===== config.mk =====
export PLATFORM = sky130hd
export DESIGN_NAME = bounding_box_overlay_flat
export DESIGN_NICKNAME = d
export VERILOG_FILES = /design/src/bbo_pkg.sv /design/src/bbo_in_if.sv /design/src/bbo_out_if.sv /design/src/bounding_box_overlay.sv /design/src/bbo_cfg_regs.sv /design/src/bbo_point_match.sv /design/src/bbo_hit_reduce.sv /design/src/flat_wrapper.sv
export SDC_FILE = /design/constraint.sdc
export NUM_CORES = 2
export LEC_CHECK = 0
export BUFFER_PORTS_ARGS = -buffer_cell sky130_fd_sc_hd__buf_2
export CAP_MARGIN = 20
export CORE_ASPECT_RATIO = 1.1
export CORE_MARGIN = 2
export CORE_UTILIZATION = 40
export DETAILED_ROUTE_END_ITERATION = 12
export PLACE_DENSITY_LB_ADDON = 0.3
export SLEW_MARGIN = 5
export SYNTH_ARGS = -nofsm -noshare
export SYNTH_HDL_FRONTEND = slang
export SYNTH_HIERARCHICAL = 1
export SYNTH_SLANG_ARGS = --single-unit

===== constraint.sdc =====
create_clock -name clk -period 70.6 [get_ports clk]
set_input_delay 17.65 -clock clk [delete_from_list [all_inputs] [get_ports clk]]
set_output_delay 17.65 -clock clk [all_outputs]
set_load 0.02 [all_outputs]

===== src/bbo_pkg.sv =====
// ----------------------------------------------------------------------------
// bbo_pkg
// Shared types, codes and reset values of the box outline overlay.
// ----------------------------------------------------------------------------
package bbo_pkg;

	localparam int MAX_POINTS_DEF  = 16;
	localparam int COORD_BITS_DEF  = 12;
	localparam int GROUP_SIZE      = 16;

	localparam int DIM_W     = 13;
	localparam int HALF_W    = 8;
	localparam int CHAN_W    = 8;
	localparam int ACT_W     = 2;
	localparam int CFG_IDX_W = 3;
	localparam int CFG_DATA_W = 13;

	localparam logic [ACT_W-1:0] ACT_CLEAR = 2'd0;
	localparam logic [ACT_W-1:0] ACT_ADD   = 2'd1;
	localparam logic [ACT_W-1:0] ACT_PIXEL = 2'd2;

	localparam logic [CFG_IDX_W-1:0] REG_IMAGE_WIDTH  = 3'd0;
	localparam logic [CFG_IDX_W-1:0] REG_IMAGE_HEIGHT = 3'd1;
	localparam logic [CFG_IDX_W-1:0] REG_HALF_WIDTH   = 3'd2;
	localparam logic [CFG_IDX_W-1:0] REG_HALF_HEIGHT  = 3'd3;
	localparam logic [CFG_IDX_W-1:0] REG_MARK_BLUE    = 3'd4;
	localparam logic [CFG_IDX_W-1:0] REG_MARK_GREEN   = 3'd5;
	localparam logic [CFG_IDX_W-1:0] REG_MARK_RED     = 3'd6;

	localparam logic [DIM_W-1:0]  RST_IMAGE_WIDTH  = 13'd640;
	localparam logic [DIM_W-1:0]  RST_IMAGE_HEIGHT = 13'd480;
	localparam logic [HALF_W-1:0] RST_HALF_WIDTH   = 8'd5;
	localparam logic [HALF_W-1:0] RST_HALF_HEIGHT  = 8'd5;
	localparam logic [CHAN_W-1:0] RST_MARK_BLUE    = 8'd0;
	localparam logic [CHAN_W-1:0] RST_MARK_GREEN   = 8'd255;
	localparam logic [CHAN_W-1:0] RST_MARK_RED     = 8'd0;

	typedef struct packed {
		logic [DIM_W-1:0]  image_width;
		logic [DIM_W-1:0]  image_height;
		logic [HALF_W-1:0] half_width;
		logic [HALF_W-1:0] half_height;
		logic [CHAN_W-1:0] mark_blue;
		logic [CHAN_W-1:0] mark_green;
		logic [CHAN_W-1:0] mark_red;
	} cfg_t;

endpackage


===== src/bbo_in_if.sv =====
// ----------------------------------------------------------------------------
// bbo_in_if
// Input channel: clear, add and pixel transactions.
// ----------------------------------------------------------------------------
interface bbo_in_if #(
	parameter int COORD_BITS = 12
);
	logic                  valid;
	logic                  ready;
	logic [1:0]            action;
	logic [COORD_BITS-1:0] col;
	logic [COORD_BITS-1:0] row;
	logic [7:0]            grey;

	modport source (output valid, action, col, row, grey, input ready);
	modport sink   (input valid, action, col, row, grey, output ready);
endinterface


===== src/bbo_out_if.sv =====
// ----------------------------------------------------------------------------
// bbo_out_if
// Output channel: one BGR pixel transaction per input pixel.
// ----------------------------------------------------------------------------
interface bbo_out_if;
	logic       valid;
	logic       ready;
	logic [7:0] out_blue;
	logic [7:0] out_green;
	logic [7:0] out_red;
	logic       marked;

	modport source (output valid, out_blue, out_green, out_red, marked, input ready);
	modport sink   (input valid, out_blue, out_green, out_red, marked, output ready);
endinterface


===== src/bounding_box_overlay.sv =====
// ----------------------------------------------------------------------------
// bounding_box_overlay
// Pipeline: five registered stages (s1..s5) from input transaction to output pixel.
// Throughput: one transaction per cycle unless the output stalls; clear/add update the table at s1->s2.
// Stalls on the output hold every full stage; nothing is dropped or repeated.
// Reset: point table empty, configuration at its reset values, pipeline empty.
// ----------------------------------------------------------------------------
module bounding_box_overlay #(
	parameter int MAX_POINTS = bbo_pkg::MAX_POINTS_DEF,
	parameter int COORD_BITS = bbo_pkg::COORD_BITS_DEF
) (
	input  logic                           clk,
	input  logic                           arst_n,
	input  logic                           wr_en,
	input  logic [bbo_pkg::CFG_IDX_W-1:0]  wr_index,
	input  logic [bbo_pkg::CFG_DATA_W-1:0] wr_data,
	bbo_in_if.sink                         pix_in,
	bbo_out_if.source                      pix_out
);
	import bbo_pkg::*;

	cfg_t                  cfg;
	logic                  v_s1;
	logic [ACT_W-1:0]      action_s1;
	logic [COORD_BITS-1:0] col_s1, row_s1;
	logic [CHAN_W-1:0]     grey_s1;
	logic                  ready_s1, match_ready;
	logic                  hit_valid, hit_ready;
	logic [MAX_POINTS-1:0] hit_lanes;
	logic [CHAN_W-1:0]     hit_grey;

	assign ready_s1     = !v_s1 || match_ready;
	assign pix_in.ready = ready_s1;

	always_ff @(posedge clk or negedge arst_n) begin
		if (!arst_n) begin
			v_s1 <= 1'b0;
		end else if (ready_s1) begin
			v_s1 <= pix_in.valid;
		end
	end

	always_ff @(posedge clk) begin
		if (ready_s1) begin
			action_s1 <= pix_in.action;
			col_s1    <= pix_in.col;
			row_s1    <= pix_in.row;
			grey_s1   <= pix_in.grey;
		end
	end

	bbo_cfg_regs u_cfg (
		.clk      (clk),
		.arst_n   (arst_n),
		.wr_en    (wr_en),
		.wr_index (wr_index),
		.wr_data  (wr_data),
		.cfg      (cfg)
	);

	bbo_point_match #(
		.MAX_POINTS (MAX_POINTS),
		.COORD_BITS (COORD_BITS)
	) u_match (
		.clk       (clk),
		.arst_n    (arst_n),
		.cfg       (cfg),
		.in_valid  (v_s1),
		.in_ready  (match_ready),
		.in_action (action_s1),
		.in_col    (col_s1),
		.in_row    (row_s1),
		.in_grey   (grey_s1),
		.hit_valid (hit_valid),
		.hit_ready (hit_ready),
		.hit_lanes (hit_lanes),
		.hit_grey  (hit_grey)
	);

	bbo_hit_reduce #(
		.MAX_POINTS (MAX_POINTS)
	) u_reduce (
		.clk       (clk),
		.arst_n    (arst_n),
		.cfg       (cfg),
		.hit_valid (hit_valid),
		.hit_ready (hit_ready),
		.hit_lanes (hit_lanes),
		.hit_grey  (hit_grey),
		.pix_out   (pix_out)
	);

endmodule


===== src/bbo_cfg_regs.sv =====
// ----------------------------------------------------------------------------
// bbo_cfg_regs
// Configuration register file, write only.
// ----------------------------------------------------------------------------
module bbo_cfg_regs (
	input  logic                           clk,
	input  logic                           arst_n,
	input  logic                           wr_en,
	input  logic [bbo_pkg::CFG_IDX_W-1:0]  wr_index,
	input  logic [bbo_pkg::CFG_DATA_W-1:0] wr_data,
	output bbo_pkg::cfg_t                  cfg
);
	import bbo_pkg::*;

	cfg_t cfg_q;

	always_ff @(posedge clk or negedge arst_n) begin
		if (!arst_n) begin
			cfg_q.image_width  <= RST_IMAGE_WIDTH;
			cfg_q.image_height <= RST_IMAGE_HEIGHT;
			cfg_q.half_width   <= RST_HALF_WIDTH;
			cfg_q.half_height  <= RST_HALF_HEIGHT;
			cfg_q.mark_blue    <= RST_MARK_BLUE;
			cfg_q.mark_green   <= RST_MARK_GREEN;
			cfg_q.mark_red     <= RST_MARK_RED;
		end else if (wr_en) begin
			unique case (wr_index)
				REG_IMAGE_WIDTH:  cfg_q.image_width  <= wr_data[DIM_W-1:0];
				REG_IMAGE_HEIGHT: cfg_q.image_height <= wr_data[DIM_W-1:0];
				REG_HALF_WIDTH:   cfg_q.half_width   <= wr_data[HALF_W-1:0];
				REG_HALF_HEIGHT:  cfg_q.half_height  <= wr_data[HALF_W-1:0];
				REG_MARK_BLUE:    cfg_q.mark_blue    <= wr_data[CHAN_W-1:0];
				REG_MARK_GREEN:   cfg_q.mark_green   <= wr_data[CHAN_W-1:0];
				REG_MARK_RED:     cfg_q.mark_red     <= wr_data[CHAN_W-1:0];
				default:          ;
			endcase
		end
	end

	assign cfg = cfg_q;

endmodule


===== src/bbo_point_match.sv =====
// ----------------------------------------------------------------------------
// bbo_point_match
// Point table and per-point compare lanes: offsets (s2), border hits (s3).
// ----------------------------------------------------------------------------
module bbo_point_match #(
	parameter int MAX_POINTS = bbo_pkg::MAX_POINTS_DEF,
	parameter int COORD_BITS = bbo_pkg::COORD_BITS_DEF
) (
	input  logic                        clk,
	input  logic                        arst_n,
	input  bbo_pkg::cfg_t               cfg,
	input  logic                        in_valid,
	output logic                        in_ready,
	input  logic [bbo_pkg::ACT_W-1:0]   in_action,
	input  logic [COORD_BITS-1:0]       in_col,
	input  logic [COORD_BITS-1:0]       in_row,
	input  logic [bbo_pkg::CHAN_W-1:0]  in_grey,
	output logic                        hit_valid,
	input  logic                        hit_ready,
	output logic [MAX_POINTS-1:0]       hit_lanes,
	output logic [bbo_pkg::CHAN_W-1:0]  hit_grey
);
	import bbo_pkg::*;

	localparam int CNT_W = $clog2(MAX_POINTS + 1);
	localparam int IDX_W = (MAX_POINTS > 1) ? $clog2(MAX_POINTS) : 1;
	localparam int CMP_W = (COORD_BITS > HALF_W) ? COORD_BITS : HALF_W;
	localparam int BND_W = (COORD_BITS > DIM_W) ? COORD_BITS : DIM_W;

	logic [COORD_BITS-1:0] xs_q [MAX_POINTS];
	logic [COORD_BITS-1:0] ys_q [MAX_POINTS];
	logic [CNT_W-1:0]      count_q;

	logic                  v_s2;
	logic [COORD_BITS-1:0] dx_s2 [MAX_POINTS];
	logic [COORD_BITS-1:0] dy_s2 [MAX_POINTS];
	logic [MAX_POINTS-1:0] en_s2;
	logic                  in_image_s2;
	logic [CHAN_W-1:0]     grey_s2;

	logic                  v_s3;
	logic [MAX_POINTS-1:0] hit_s3;
	logic [CHAN_W-1:0]     grey_s3;

	logic ready_s2, ready_s3, take;
	logic in_image;

	assign ready_s3 = !v_s3 || hit_ready;
	assign ready_s2 = !v_s2 || ready_s3;
	assign in_ready = ready_s2;
	assign take     = in_valid && ready_s2;
	assign in_image = (BND_W'(in_col) < BND_W'(cfg.image_width)) &&
	                  (BND_W'(in_row) < BND_W'(cfg.image_height));

	always_ff @(posedge clk or negedge arst_n) begin
		if (!arst_n) begin
			count_q <= '0;
		end else if (take) begin
			if (in_action == ACT_CLEAR) begin
				count_q <= '0;
			end else if (in_action == ACT_ADD && count_q < CNT_W'(MAX_POINTS)) begin
				count_q <= count_q + CNT_W'(1);
			end
		end
	end

	always_ff @(posedge clk) begin
		if (take && in_action == ACT_ADD && count_q < CNT_W'(MAX_POINTS)) begin
			xs_q[count_q[IDX_W-1:0]] <= in_col;
			ys_q[count_q[IDX_W-1:0]] <= in_row;
		end
	end

	always_ff @(posedge clk or negedge arst_n) begin
		if (!arst_n) begin
			v_s2 <= 1'b0;
			v_s3 <= 1'b0;
		end else begin
			if (ready_s2) v_s2 <= in_valid && in_action == ACT_PIXEL;
			if (ready_s3) v_s3 <= v_s2;
		end
	end

	genvar k;
	generate
		for (k = 0; k < MAX_POINTS; k++) begin : g_lane
			always_ff @(posedge clk) begin
				if (ready_s2) begin
					dx_s2[k] <= (in_col >= xs_q[k]) ? in_col - xs_q[k] : xs_q[k] - in_col;
					dy_s2[k] <= (in_row >= ys_q[k]) ? in_row - ys_q[k] : ys_q[k] - in_row;
					en_s2[k] <= CNT_W'(k) < count_q;
				end
				if (ready_s3) begin
					hit_s3[k] <= en_s2[k] && in_image_s2 &&
					             CMP_W'(dx_s2[k]) <= CMP_W'(cfg.half_width) &&
					             CMP_W'(dy_s2[k]) <= CMP_W'(cfg.half_height) &&
					             (CMP_W'(dx_s2[k]) == CMP_W'(cfg.half_width) ||
					              CMP_W'(dy_s2[k]) == CMP_W'(cfg.half_height));
				end
			end
		end
	endgenerate

	always_ff @(posedge clk) begin
		if (ready_s2) begin
			in_image_s2 <= in_image;
			grey_s2     <= in_grey;
		end
		if (ready_s3) begin
			grey_s3 <= grey_s2;
		end
	end

	assign hit_valid = v_s3;
	assign hit_lanes = hit_s3;
	assign hit_grey  = grey_s3;

endmodule


===== src/bbo_hit_reduce.sv =====
// ----------------------------------------------------------------------------
// bbo_hit_reduce
// OR tree over lane hits (s4 groups, s5 final) and output pixel select.
// ----------------------------------------------------------------------------
module bbo_hit_reduce #(
	parameter int MAX_POINTS = bbo_pkg::MAX_POINTS_DEF
) (
	input  logic                       clk,
	input  logic                       arst_n,
	input  bbo_pkg::cfg_t              cfg,
	input  logic                       hit_valid,
	output logic                       hit_ready,
	input  logic [MAX_POINTS-1:0]      hit_lanes,
	input  logic [bbo_pkg::CHAN_W-1:0] hit_grey,
	bbo_out_if.source                  pix_out
);
	import bbo_pkg::*;

	localparam int NGROUPS = (MAX_POINTS + GROUP_SIZE - 1) / GROUP_SIZE;
	localparam int PAD_W   = NGROUPS * GROUP_SIZE;

	logic [PAD_W-1:0]   lanes_pad;
	logic               v_s4;
	logic [NGROUPS-1:0] grp_s4;
	logic [CHAN_W-1:0]  grey_s4;
	logic               v_s5;
	logic               marked_s5;
	logic [CHAN_W-1:0]  blue_s5, green_s5, red_s5;
	logic               ready_s4, ready_s5;

	assign ready_s5  = !v_s5 || pix_out.ready;
	assign ready_s4  = !v_s4 || ready_s5;
	assign hit_ready = ready_s4;
	assign lanes_pad = PAD_W'(hit_lanes);

	always_ff @(posedge clk or negedge arst_n) begin
		if (!arst_n) begin
			v_s4 <= 1'b0;
			v_s5 <= 1'b0;
		end else begin
			if (ready_s4) v_s4 <= hit_valid;
			if (ready_s5) v_s5 <= v_s4;
		end
	end

	genvar g;
	generate
		for (g = 0; g < NGROUPS; g++) begin : g_grp
			always_ff @(posedge clk) begin
				if (ready_s4) grp_s4[g] <= |lanes_pad[g*GROUP_SIZE +: GROUP_SIZE];
			end
		end
	endgenerate

	always_ff @(posedge clk) begin
		if (ready_s4) grey_s4 <= hit_grey;
		if (ready_s5) begin
			marked_s5 <= |grp_s4;
			blue_s5   <= (|grp_s4) ? cfg.mark_blue  : grey_s4;
			green_s5  <= (|grp_s4) ? cfg.mark_green : grey_s4;
			red_s5    <= (|grp_s4) ? cfg.mark_red   : grey_s4;
		end
	end

	assign pix_out.valid     = v_s5;
	assign pix_out.marked    = marked_s5;
	assign pix_out.out_blue  = blue_s5;
	assign pix_out.out_green = green_s5;
	assign pix_out.out_red   = red_s5;

endmodule

===== src/flat_wrapper.sv =====
// flat-port wrapper written by rule: the top's interface ports become plain ports
module bounding_box_overlay_flat import bbo_pkg::*;
#(
	parameter int MAX_POINTS = bbo_pkg::MAX_POINTS_DEF,
	parameter int COORD_BITS = bbo_pkg::COORD_BITS_DEF
)
  (clk, arst_n, wr_en, wr_index, wr_data, pix_in_valid, pix_in_action, pix_in_col, pix_in_row, pix_in_grey, pix_in_ready, pix_out_valid, pix_out_out_blue, pix_out_out_green, pix_out_out_red, pix_out_marked, pix_out_ready);
  bbo_in_if #(.COORD_BITS(COORD_BITS)) pix_in_i ();
  bbo_out_if pix_out_i ();
  input  logic clk;
  input  logic arst_n;
  input  logic wr_en;
  input  logic [bbo_pkg::CFG_IDX_W-1:0] wr_index;
  input  logic [bbo_pkg::CFG_DATA_W-1:0] wr_data;
  input wire logic [$bits(pix_in_i.valid)-1:0] pix_in_valid;
  input wire logic [$bits(pix_in_i.action)-1:0] pix_in_action;
  input wire logic [$bits(pix_in_i.col)-1:0] pix_in_col;
  input wire logic [$bits(pix_in_i.row)-1:0] pix_in_row;
  input wire logic [$bits(pix_in_i.grey)-1:0] pix_in_grey;
  output wire logic [$bits(pix_in_i.ready)-1:0] pix_in_ready;
  output wire logic [$bits(pix_out_i.valid)-1:0] pix_out_valid;
  output wire logic [$bits(pix_out_i.out_blue)-1:0] pix_out_out_blue;
  output wire logic [$bits(pix_out_i.out_green)-1:0] pix_out_out_green;
  output wire logic [$bits(pix_out_i.out_red)-1:0] pix_out_out_red;
  output wire logic [$bits(pix_out_i.marked)-1:0] pix_out_marked;
  input wire logic [$bits(pix_out_i.ready)-1:0] pix_out_ready;
  assign pix_in_i.valid = pix_in_valid;
  assign pix_in_i.action = pix_in_action;
  assign pix_in_i.col = pix_in_col;
  assign pix_in_i.row = pix_in_row;
  assign pix_in_i.grey = pix_in_grey;
  assign pix_in_ready = pix_in_i.ready;
  assign pix_out_valid = pix_out_i.valid;
  assign pix_out_out_blue = pix_out_i.out_blue;
  assign pix_out_out_green = pix_out_i.out_green;
  assign pix_out_out_red = pix_out_i.out_red;
  assign pix_out_marked = pix_out_i.marked;
  assign pix_out_i.ready = pix_out_ready;
  bounding_box_overlay #(.MAX_POINTS(MAX_POINTS), .COORD_BITS(COORD_BITS)) u_core (.clk(clk), .arst_n(arst_n), .wr_en(wr_en), .wr_index(wr_index), .wr_data(wr_data), .pix_in(pix_in_i), .pix_out(pix_out_i));
endmodule

# After elaboration in Yosys (flattened, before gate mapping)
# Memory sizes are Yosys's and may differ from the RTL's.
# Cells that the tools add are included.
op_classes:
  order_cmp: 83
  n_eq_ne: 40
  reduce_logical: 108
  add_sub_neg: 65
  muxes: 41
ops:
  columns: ["cell", "count"]
  rows:
  - ["subtractor 12 bit", 64]
  - ["== test 12 x 8 -> 1 bit", 32]
  - [">= comparator 12 bit", 32]
  - ["<= comparator 12 x 8 -> 1 bit", 32]
  - ["2-to-1 mux 12 bit", 32]
  - ["logical AND 1 bit", 70]
  - ["< comparator 4 x 5 -> 1 bit, first input constant", 8]
  - ["< comparator 12 x 13 -> 1 bit", 2]
  - ["2-to-1 mux 8 bit", 3]
  - ["logical OR 1 bit", 21]
  - ["< comparator 3 x 5 -> 1 bit, first input constant", 4]
  - ["AND reduction 2 bit", 8]
  - ["OR reduction 16 bit", 1]
  - ["< comparator 1 x 5 -> 1 bit, first input constant", 2]
  - ["< comparator 2 x 5 -> 1 bit, first input constant", 2]
  - ["2-to-1 mux 5 bit", 2]
  - ["== test 3 bit, second input constant", 3]
  - ["== test 3 x 2 -> 1 bit, second input constant", 2]
  - ["adder 5 x 1 -> 5 bit, second input constant", 1]
  - ["logical NOT 1 bit", 5]
  - ["< comparator 5 bit, second input constant", 1]
  - ["2-to-1 mux 1 bit", 4]
  - ["== test 3 x 1 -> 1 bit, second input constant", 1]
  - ["logical NOT 3 bit", 1]
  - ["other kinds (4)", 4]
word_totals:
  ramBits: 768
  out_inout_bits: 27
  mem_count: 4
  wordCells: 399
  in_bits: 55
  reg_bits: 193
mem_list:
  columns: ["name", "words", "word_bits", "read_ports", "rd_clocked_by_memory_dff", "wr", "line_no", "rtl"]
  rows:
  - ["u_core.u_match.dx_s2", 16, 12, 16, 0, 16, "bbo_point_match.sv:35", "logic [COORD_BITS-1:0] dx_s2 [MAX_POINTS];"]
  - ["u_core.u_match.dy_s2", 16, 12, 16, 0, 16, "bbo_point_match.sv:36", "logic [COORD_BITS-1:0] dy_s2 [MAX_POINTS];"]
  - ["u_core.u_match.xs_q", 16, 12, 16, 0, 1, "bbo_point_match.sv:30", "logic [COORD_BITS-1:0] xs_q [MAX_POINTS];"]
  - ["u_core.u_match.ys_q", 16, 12, 16, 0, 1, "bbo_point_match.sv:31", "logic [COORD_BITS-1:0] ys_q [MAX_POINTS];"]

# Depth between registers and ports, before layout
logic_depth:
  word_depth: 10
  ltp_mapped: 13

# Hierarchy
# The synthesis kept the hierarchy.
by_module_without_submodules:
  columns: ["mod", "cells_each", "instances", "seq_area_each_um2", "area_each_um2"]
  rows:
  - ["bbo_point_match", 6144, 1, 24708.7, 63799.9]
  - ["bbo_cfg_regs", 146, 1, 1674.1, 2583.7]
  - ["bbo_hit_reduce", 105, 1, 1071.0, 1461.4]
  - ["bounding_box_overlay", 37, 1, 1046.0, 1068.5]

# Worst setup path before layout
# OpenSTA, ideal clock, no wires.
synth_path:
  path_kind: "input to output"
  startpoint: "input port pix_out_ready"
  endpoint: "output port pix_in_ready"
  setup_slack_ns: 22.932
  t_arrival_ns: 30.018
  cell_stages: 4
  required_time_ns: 52.950
  cell_sequence: "nor2b_1 -> nand2_1 -> nand3b_1 -> nand2b_4"
synth_via:
  elab_chain_cells: 5
synth_lines:
  columns: ["item", "line_no", "rtl"]
  rows:
  - ["start, declared", "flat_wrapper.sv:26", "input wire logic [$bits(pix_out_i.ready)-1:0] pix_out_ready;"]
  - ["logical OR 1 bit", "bbo_hit_reduce.sv:31", "assign ready_s5 = !v_s5 || pix_out.ready;"]
  - ["logical OR 1 bit", "bbo_hit_reduce.sv:32", "assign ready_s4 = !v_s4 || ready_s5;"]
  - ["net u_core.hit_ready", "bounding_box_overlay.sv:28", "logic hit_valid, hit_ready;"]
  - ["logical OR 1 bit", "bbo_point_match.sv:48", "assign ready_s3 = !v_s3 || hit_ready;"]
  - ["logical OR 1 bit", "bbo_point_match.sv:49", "assign ready_s2 = !v_s2 || ready_s3;"]
  - ["net u_core.match_ready", "bounding_box_overlay.sv:27", "logic ready_s1, match_ready;"]
  - ["logical OR 1 bit", "bounding_box_overlay.sv:32", "assign ready_s1 = !v_s1 || match_ready;"]
  - ["end, declared", "flat_wrapper.sv:20", "output wire logic [$bits(pix_in_i.ready)-1:0] pix_in_ready;"]
# The timed path passes the listed nets, and every way through them passes these cells.

# Worst setup path in the final report
# Ends and elaborated chain as after synthesis.

==> impl_results.md <==
* Largest cells by area after synthesis: edfxtp_1 39%, ha_1 18%, a21oi_1 3.9%, inv_1 3.5%, mux2i_1 3.3%
* Setup Buffers After CTS at 0
* Post-CTS Resized at 0
* Achievable clock frequency at about 27 MHz
* Unique cell type count in the Yosys netlist at 97
* Post-synth top cells: 1,018 x ha_1, 885 x edfxtp_1, 635 x inv_1
* Worst Clk Skew at between 50 and 60 ps
* Async SR Flop Fraction at 0.0791
* TNS Setup at 0 ps
* Final Max Slew Viols at 0
* Final period util at 0.521
* Grt total ovfl at 0
* EDFF count, synth at 885
* Count leader, synth: ha_1
* Number of max-cap violations at 0
* Synth Flop Type: edfxtp_1
* Setup CP Type: input port to output pin
* Pin count of the biggest net entering global routing at roughly 170
* Synth Net Count at 7,569
* Clk_lat worst skew at between 700 and 800 ps
* Final setup vio count at 0
* Initial DRC Count at between 3,000 and 4,000
* Maximum vdd ir drop at roughly 0.00002 V
* Biggest area consumer among synthesized cells: edfxtp_1
* Synth top area share at 0.386
* Outcome: finished clean
* Final ANT Viol Nets at 0
* Worst Hold Class: flop to flop
* Area occupied by multi-input gates at between 30,000 and 40,000 um2
* Slew @ Worst Pin at around 1200 ps
* Period minus WS final at 36,790 ps
* # hold bufs at CTS at 0
* Placer Congestion at just under 0.9
* Synth warn at 6
* Gate Count Post-Synth at between 6,000 and 7,000
* Post-synthesis cell area at between 60,000 and 70,000 um2
* Synthesized flop and latch total at around 960
* Nets at roughly 7,700
* Final WL at 181 mm
* TritonCTS clock tree: done
* Crit path max fanout at 11
* Clk slew on worst S/H paths at ~60 ps
* WL met1 at roughly 81 mm
* Chip height at around 440 um
* RSZ-0062 raised after global routing: no
* Die area at 176,000 um2
* Syn Area/Cell at around 11 um2
* Die Wd at about 400 um
* Dpl hpwl at 123 mm
* Critical Path RT at 52,950 ps
* TritonCTS buffer count at 112
* # rows at around 160
* Layout cells sized above 1 at 0.0846
* Bufs on Longest Clock Path at 3
* Avg Vias per Cell at about 5.5
* DR top layer: met4
* First-pass GRT wire length at ~280 mm
* Critical path launch point type: input port
* Boundary pin count at 82
* Pre-Repair DR Iteration Count at 6
* Initial Utilization at 0.403
* Rel. slew slack at 0.175
* CTS Root Cell: clkbuf_16
* Met2 WL at about 84 mm
* WL met3 at about 8.4 mm
* Filler instances at approximately 16,000
* Via count at approximately 49,000
* Pwr per Cell Area at around 22 nW/um2
* Drt drc at 0
* Clk sinks at a little under 1,000
* Initial antenna violation count at 4
* Vias in the first global route at 47,763
* Cell area after layout at between 70,000 and 80,000 um2
* Hold Fails Final Rpt at 0
* Total leakage power at between 30 and 40 nW
* Area occupied by registers at 28,500 um2
* # H-tree levels at 3
* Area growth, synth to finish at 10.6%
* Core Area at between 150,000 and 200,000 um2
* Placed cell areas at roughly 72,000 um2
* Total GRT Usage at 0.203
* Sequential area share after synthesis at 0.414
* IO buf count at 81
* WP data arrival at about 19,000 ps
* Routed len/inst at between 20 and 25 um
* Crit end category: output pin
==> area by class of cell <==
type | count | area share
clock buffers | 141 | 0.0408
well taps | 2254 | 0.0370
inverters | 635 | 0.0313
diodes | 1 | 0.0000328
repair buffers | 203 | 0.0180
multi-input cells | 4623 | 0.488
clock inverters | 70 | 0.0111
flip-flops and latches | 961 | 0.374
==> power by group <==
part | switching (W) | internal (W) | total [W]
Combinational | 0.000206 | 0.000134 | 0.000339
Clock | 0.000247 | 0.000365 | 0.000612
Sequential | 0.0000200 | 0.000679 | 0.000699
Total | 0.000473 | 0.00118 | 0.00165
==> cells by family after synthesis <==
family | Yosys count | share of synthesized area
simple gates | 1330 | 0.102
fa+ha+maj | 1082 | 0.203
xor+xnor | 315 | 0.0400
flops | 961 | 0.414
compound gates | 1590 | 0.147
buf+inv | 848 | 0.0486
mux | 306 | 0.0459
==> cells in the final DEF (no fill, tap or decap), types with 19 or more instances in the layout <==
master	synthesis	routed
inv_1	635	633
o21ai_0	324	324
nor2b_1	180	180
nor3_1	111	103
mux2_2	68	68
xnor2_1	148	148
nor3b_1	26	26
buf_4	4	120
a2111oi_0	30	23
nand4_1	115	115
nand2_1	244	244
edfxtp_1	885	885
mux2i_1	227	227
o41ai_1	27	27
clkbuf_16	0	118
o21ai_1	28	28
nand3b_1	25	25
nand3_1	84	84
a211oi_1	35	35
o31ai_1	54	54
clkinv_2	0	22
a21o_1	204	204
xor2_1	167	167
buf_2	44	80
o21a_1	33	33
or3_1	21	21
a221oi_1	20	20
nor2_1	261	256
fa_1	64	64
and3_1	25	25
a21oi_1	542	542
nand2_2	20	20
dfrtp_1	58	58
o2111a_1	19	19
ha_1	1018	1018
o21bai_1	20	20
nand2b_1	123	123
o211ai_1	42	42
a31oi_1	68	68
or4_1	30	30
==> metal layers <==
metal	up-vias	GRT usage
met1	23679	0.272
met3	336	0.0226
li1	23687	-
met5	-	0
met4	0	0.0749
met2	1206	0.338
==> stage by stage <==
| stage | instances | hold slack [ps] | total power, W | utilization | worst slack [ps] |
|---|---|---|---|---|---|
| after floorplan | 6432 | 400 | 0.000936 | - | 22930 |
| after global placement | 8674 | 402 | 0.00104 | 0.423 | 33790 |
| after detailed placement | 8675 | 405 | 0.00105 | 0.423 | 33800 |
| after CTS | 8886 | 416 | 0.00166 | 0.446 | 33770 |
| after global routing | 8887 | 426 | 0.00173 | 0.446 | 33650 |
| final | 8888 | 416 | 0.00165 | 0.446 | 33810 |
==> worst paths after layout <==
path                                                start                            end  slack, ps  cells after the start
worst max-delay path                        pix_out_ready                   pix_in_ready      33810                      6
worst max register to register           u_core/col_s1[5]    u_core/u_match/dx_s2[7][23]      66200                     12
min in group asynchronous                          arst_n  u_core/u_reduce/pix_out.valid      16760                      1
worst min register to register  u_core/u_match/grey_s2[6]     u_core/u_match/hit_grey[6]        420                      0
max in group asynchronous                          arst_n           u_core/u_cfg/cfg[46]      53190                      2
worst min-delay path            u_core/u_match/grey_s2[6]     u_core/u_match/hit_grey[6]        420                      0
==> worst max-delay path: stages <==
cell and delay [ps]:
buf_2 100, nor2b_1 220, nand2_1 310, nand3b_1 450, nand2b_4 250, buf_2 170
==> flip-flops by register name, summed over array words and instances (netlist names), 5 cells and up <==
signal and cells:
u_core/u_match/hit_grey 8, u_core/grey_s1 8, u_core/u_reduce/pix_out.out_blue 8, u_core/u_match/hit_lanes 16
u_core/u_match/dy_s2 192, u_core/u_match/count_q 5, u_core/col_s1 12, u_core/u_match/en_s2 16
u_core/row_s1 12, u_core/u_match/ys_q 192, u_core/u_reduce/grey_s4 8, u_core/u_match/xs_q 192
u_core/u_cfg/cfg 66, u_core/u_match/dx_s2 192, u_core/u_match/grey_s2 8, u_core/u_reduce/pix_out.out_green 8
u_core/u_reduce/pix_out.out_red 8
(Power assumes the default switching activity.)
